File: src/hdl/smrm_pkg.sv
package smrm_pkg;

   localparam int CMD_W  = 2;
   localparam int SET_W  = 64;
   localparam int TAG_W  = 16;

   localparam int DEF_SET_BITS      = 64;
   localparam int DEF_SAT_ENTRIES   = 64;
   localparam int DEF_UNSAT_ENTRIES = 64;
   localparam int DEF_TAG_BITS      = 16;

   localparam logic [CMD_W-1:0] CMD_LOOKUP    = 2'd0;
   localparam logic [CMD_W-1:0] CMD_INS_SAT   = 2'd1;
   localparam logic [CMD_W-1:0] CMD_INS_UNSAT = 2'd2;

   typedef enum logic [2:0] {
      ST_IDLE,
      ST_SAT_SCAN,
      ST_UNS_SCAN,
      ST_PURGE,
      ST_RESP
   } state_type;

endpackage

File: src/hdl/smrm_store.sv
module smrm_store #(
   parameter int DEPTH = smrm_pkg::DEF_SAT_ENTRIES,
   parameter int WIDTH = smrm_pkg::DEF_SET_BITS,
   localparam int AW = (DEPTH > 1) ? $clog2(DEPTH) : 1
) (
   input  logic             clock,
   input  logic             wr_en,
   input  logic [AW-1:0]    wr_addr,
   input  logic [WIDTH-1:0] wr_data,
   input  logic             rd_en,
   input  logic [AW-1:0]    rd_addr,
   output logic [WIDTH-1:0] rd_data
);

   logic [WIDTH-1:0] mem [DEPTH];
   logic [WIDTH-1:0] rd_data_ff;

   always_ff @(posedge clock) begin
      if (wr_en) begin
         mem[wr_addr] <= wr_data;
      end
   end

   always_ff @(posedge clock) begin
      if (rd_en) begin
         rd_data_ff <= mem[rd_addr];
      end
   end

   assign rd_data = rd_data_ff;

endmodule

File: config.mk
export PLATFORM = sky130hd
export DESIGN_NAME = smrm_store
export DESIGN_NICKNAME = d
export VERILOG_FILES = /design/src/hdl/smrm_pkg.sv /design/src/hdl/smrm_store.sv
export SDC_FILE = /design/constraint.sdc
export NUM_CORES = 2
export LEC_CHECK = 0
export ABC_CLOCK_PERIOD_IN_PS = 6340
export BUFFER_PORTS_ARGS = -buffer_cell sky130_fd_sc_hd__clkbuf_2
export CORE_ASPECT_RATIO = 0.9
export CORE_MARGIN = 2
export CORE_UTILIZATION = 45
export DETAILED_ROUTE_END_ITERATION = 6
export SYNTH_ARGS = -nofsm -noshare
export SYNTH_HDL_FRONTEND = slang
export SYNTH_SLANG_ARGS = --single-unit
File: constraint.sdc
create_clock -name clock -period 6.34 [get_ports clock]
set_input_delay 0.951 -clock clock [delete_from_list [all_inputs] [get_ports clock]]
set_output_delay 0.951 -clock clock [all_outputs]
set_load 0.01 [all_outputs]
# After elaboration in Yosys (flattened, before gate mapping)

Memory sizes are Yosys's and may differ from the RTL's. A register that Yosys moved wholly into a read port is not among the register bits.
Index checks and enable logic that the tools add are counted.

Register bits: 0
Latch bits: 0
RAM bits: 4096
Bits in read-only memories: 0
Output and inout port bits: 64
Word-level logic and storage cells: 3
Memories kept: 1

Add/subtract/negate cells: 0
Multipliers: 0
Divide/modulo/power cells: 0
Magnitude comparators: 0
Eq/ne operators: 0
Shift operators: 0
Muxes and demuxes: 2
Bitwise logic cells: 0
Reduce and logical (&&, ||, !) cells: 0

Memory list:

| name | words | width | rd ports | clocked after Yosys merged registers in | wr ports | line             | text |
|---|---|---|---|---|---|---|---|
| mem  | 64    | 64    | 1        | 1                                       | 1        | smrm_store.sv:15 | `logic [WIDTH-1:0] mem [DEPTH];` |

Operator list:

| kind   | number |
|---|---|
| $mux 1 | 2 |

# Logic depth before layout (Yosys ltp)

Word-level depth: 2
Mapped depth: 9
Mapped depth without buffers: 5

# Least setup slack after synthesis

OpenSTA, ideal clock, no wires.

Path type: input-to-reg
Start: in wr_addr[3]
End: mem mem[48][0] (netlist name), enable pin
Data arrival time: 5.823 ns
Data required time: 5.776 ns
Path slack: -0.047 ns
Cell stages on the path: 4
Path buffers: 1
Cells stage by stage: clkbuf_1 -> nor2b_1 -> nand4b_1 -> nor3_1

RTL lines:

| element         | line             | text |
|---|---|---|
| start, declared | smrm_store.sv:8  | `input logic [AW-1:0] wr_addr,` |
| end, declared   | smrm_store.sv:15 |  |

Straight into the memory's write port.

==> summary.md <==
| Metric | Value |
|---|---|
| Syn nets | `approximately 6700` |
| Final Hold Fails | `0` |
| Yosys warns | `0` |
| Worst Setup End Kind | `register` |
| VDD IR max | `0.270 mV` |
| Worst Hold Class | `in -> reg` |
| Remaining Overflow, GRT | `0` |
| H-tree Lvls | `5` |
| Area growth syn-to-layout | `13.9%` |
| CTS resizes | `0` |
| Vias per cell | `approximately 6.3` |
| Die height | `564 microns` |
| Number of global-route vias before repair | `about 76000` |
| Post-synth top area cell | `edfxtp_1` |
| Routability cong. | `approximately 0.79` |
| Cell Rows | `around 210` |
| Synth unique cells | `32` |
| RSZ-0062 raised after global routing | `no` |
| Crit-path max FO | `21` |
| Reg clk slew, reported paths | `about 0.060 ns` |
| Yosys top cell area share | `between 70% and 80%` |
| Clock tree from TritonCTS | `done` |
| Tmin final | `about 3.3 ns` |
| Placement-stage cell area | `165000 sq um` |
| Clock Sinks | `around 4200` |
| Max_cap viols | `0` |
| Slew Viols, Final | `0` |
| WP data arrival | `between 3 and 4 ns` |
| # hold bufs at CTS | `0` |
| Core Region | `around 350000 sq um` |
| Leak | `between 0.05 and 0.06 uW` |
| Die width | `about 630 microns` |
| CTS buffer count | `420` |
| Number of flops mapped to enable cells by yosys | `between 4000 and 5000` |
| Initial Utilization | `a little under half` |
| Max_slew headroom | `between 10% and 20%` |
| Skew-Pair Late Insertion Delay | `1.00 ns` |
| # Post-CTS Setup Buffers | `0` |
| Most common library cells after synthesis | `edfxtp_1, mux4_2, buf_2` |
| Longest Clk Path Bufs | `4` |
| 1st-iter DRT viols | `about 10000` |
| Critical Path RT | `around 7.0 ns` |
| CP Class | `in -> reg` |
| PortBufs | `~140` |
| Initial antenna violation count | `26` |
| Layout cell share with drive strength beyond 1 | `between 20% and 30%` |
| Residual DRC | `0` |
| Cell Pwr Density | `around 330 nW/um^2` |
| Ys async rst share | `0%` |
| Antenna Nets Post-Route | `0` |
| Layout Nets | `7106` |
| Fmax | `~0.3 GHz` |
| Die area | `roughly 350000 sq um` |
| DR WL/cell | `36.3 microns` |
| Design Area, Final | `179000 sq um` |
| Estimated wirelength of the detail-placed design | `~230 mm` |
| First-pass GRT wire length | `between 600 and 700 mm` |
| Via count | `around 76000` |
| Drt pass-1 iters | `6` |
| Crit path launch type | `primary input` |
| Total track usage | `24.6%` |
| Total length of routed wires | `about 440 mm` |
| Top FF cell, synth | `edfxtp_1` |
| Post-Synthesis Cells | `around 6600` |
| Clock root buffer | `clkbuf_16` |
| Pin count of the biggest net entering global routing | `112` |
| I/O pins | `roughly 140` |
| Endpoints failing setup | `0` |
| Syn avg cell area | `roughly 24 sq um` |
| Fin crit share | `approximately 52%` |
| Final TNS setup | `0 ns` |
| Largest cells by area after synthesis | `edfxtp_1, mux4_2, mux2i_1` |
| Clock skew | `0.0692 ns` |
| Worst Max-Slew Pin Slew | `approximately 1.3 ns` |
| Seq/Total Area, Yosys | `around 80%` |
| Outcome | `finished, final reports clean` |
| Synthesized area | `roughly 160000 sq um` |
| #FFs+latches synth | `roughly 4200` |
| Most frequent cell after synthesis | `edfxtp_1` |
[logic make-up (layout without fill, tap and decap cells)]
group	count (synthesis)	count (layout)	share of synthesized area, %
other	0	11	0
AOI/OAI and AO/OA	504	504	2.47
DFF	4160	4160	79.6
muxes	1159	1159	15.6
buffers and inverters	389	1174	1.18
and+or+nand+nor	386	386	1.23
[sequential cells by signal, summed over array words and instances (netlist names)]
name,count
mem,4096
rd_data,64
[worst paths after layout]
| path | from | to | slack (ns) | cells past startpoint |
|---|---|---|---|---|
| worst max register to register | mem[13][30] | rd_data[30] | 4.02 | 5 |
| worst min-delay path | wr_data[46] | mem[58][46] | 0.61 | 2 |
| worst max-delay path | rd_addr[3] | rd_data[11] | 3.03 | 7 |
| worst min register to register | mem[62][0] | rd_data[0] | 0.91 | 4 |
[stage by stage]
stage | power, uW | utilization, % | hold slack [ns] | std cells | setup WS [ns]
after floorplan | 32600 | - | 0.865 | 6598 | 1.36
after global placement | 33800 | 47.6 | 0.897 | 11300 | 2.10
after detailed placement | 33900 | 47.6 | 0.900 | 11300 | 2.11
after CTS | 58500 | 51.6 | 0.551 | 12000 | 3.13
after global routing | 59600 | 51.6 | 0.603 | 12000 | 3.02
final | 58100 | 51.6 | 0.608 | 12100 | 3.03
[placed cells by master, fill, tap and decap left out, types with 3 or more instances in the layout]
| cell type | netlist | layout |
|---|---|---|
| nand2_1 | 58 | 55 |
| nor2_1 | 112 | 47 |
| clkbuf_1 | 140 | 70 |
| edfxtp_1 | 4160 | 4160 |
| o22ai_1 | 83 | 83 |
| a41oi_1 | 26 | 26 |
| or2_2 | 28 | 28 |
| o221ai_1 | 38 | 38 |
| nand2b_1 | 11 | 9 |
| a22oi_1 | 168 | 168 |
| and3_1 | 64 | 64 |
| clkinv_8 | 0 | 5 |
| or3_1 | 29 | 29 |
| clkinv_16 | 0 | 10 |
| clkbuf_2 | 0 | 138 |
| clkinv_4 | 0 | 3 |
| clkinv_2 | 0 | 95 |
| a2bb2oi_1 | 19 | 19 |
| diode_2 | 0 | 11 |
| inv_1 | 19 | 19 |
| a211oi_1 | 63 | 62 |
| nor2b_4 | 0 | 3 |
| a22o_1 | 88 | 88 |
| nor2_4 | 0 | 65 |
| buf_4 | 34 | 168 |
| mux4_2 | 1024 | 1024 |
| bufinv_16 | 0 | 49 |
| buf_12 | 0 | 69 |
| clkinv_1 | 0 | 105 |
| nor2b_1 | 28 | 24 |
| clkbuf_16 | 0 | 427 |
| inv_16 | 0 | 3 |
| a31oi_1 | 18 | 18 |
| mux2i_1 | 135 | 135 |
| clkinvlp_4 | 0 | 7 |
| nand3_1 | 45 | 45 |
| inv_6 | 0 | 4 |
[metal layers]
metal  vias to the layer above  routed length [microns]  track usage [%]
met5                         -                       53                0
met4                         6                    12300             6.54
met3                       662                    37400             4.24
met2                      3707                   210000             39.2
met1                     41800                   178000             35.3
li1                      29500                        -                -
[critical path, stage by stage]
cell      delay (ns)
clkbuf_2        0.46
nor2b_1         0.55
nand2_2         0.69
buf_4           0.48
or2_2           0.31
a41oi_1         0.41
a211oi_1        0.09
[report_power, final]
group	internal (uW)	switching [uW]	total, uW
Clock	14300	10500	24900
Sequential	30500	125	30700
Combinational	943	1640	2590
Total	45800	12300	58100
[final cells by class]
class | count | area (sq um)
Clock inverter | 281 | 2900
Sequential cell | 4160 | 125000
Clock buffer | 497 | 10900
Inverter | 19 | 71.3
Tap cell | 4657 | 5830
Timing Repair Buffer | 377 | 3360
Fill cell | 26800 | 168000
Multi-Input combinational cell | 2049 | 30800
Antenna cell | 11 | 27.5
Note: power is estimated with default switching activity, not from simulation.
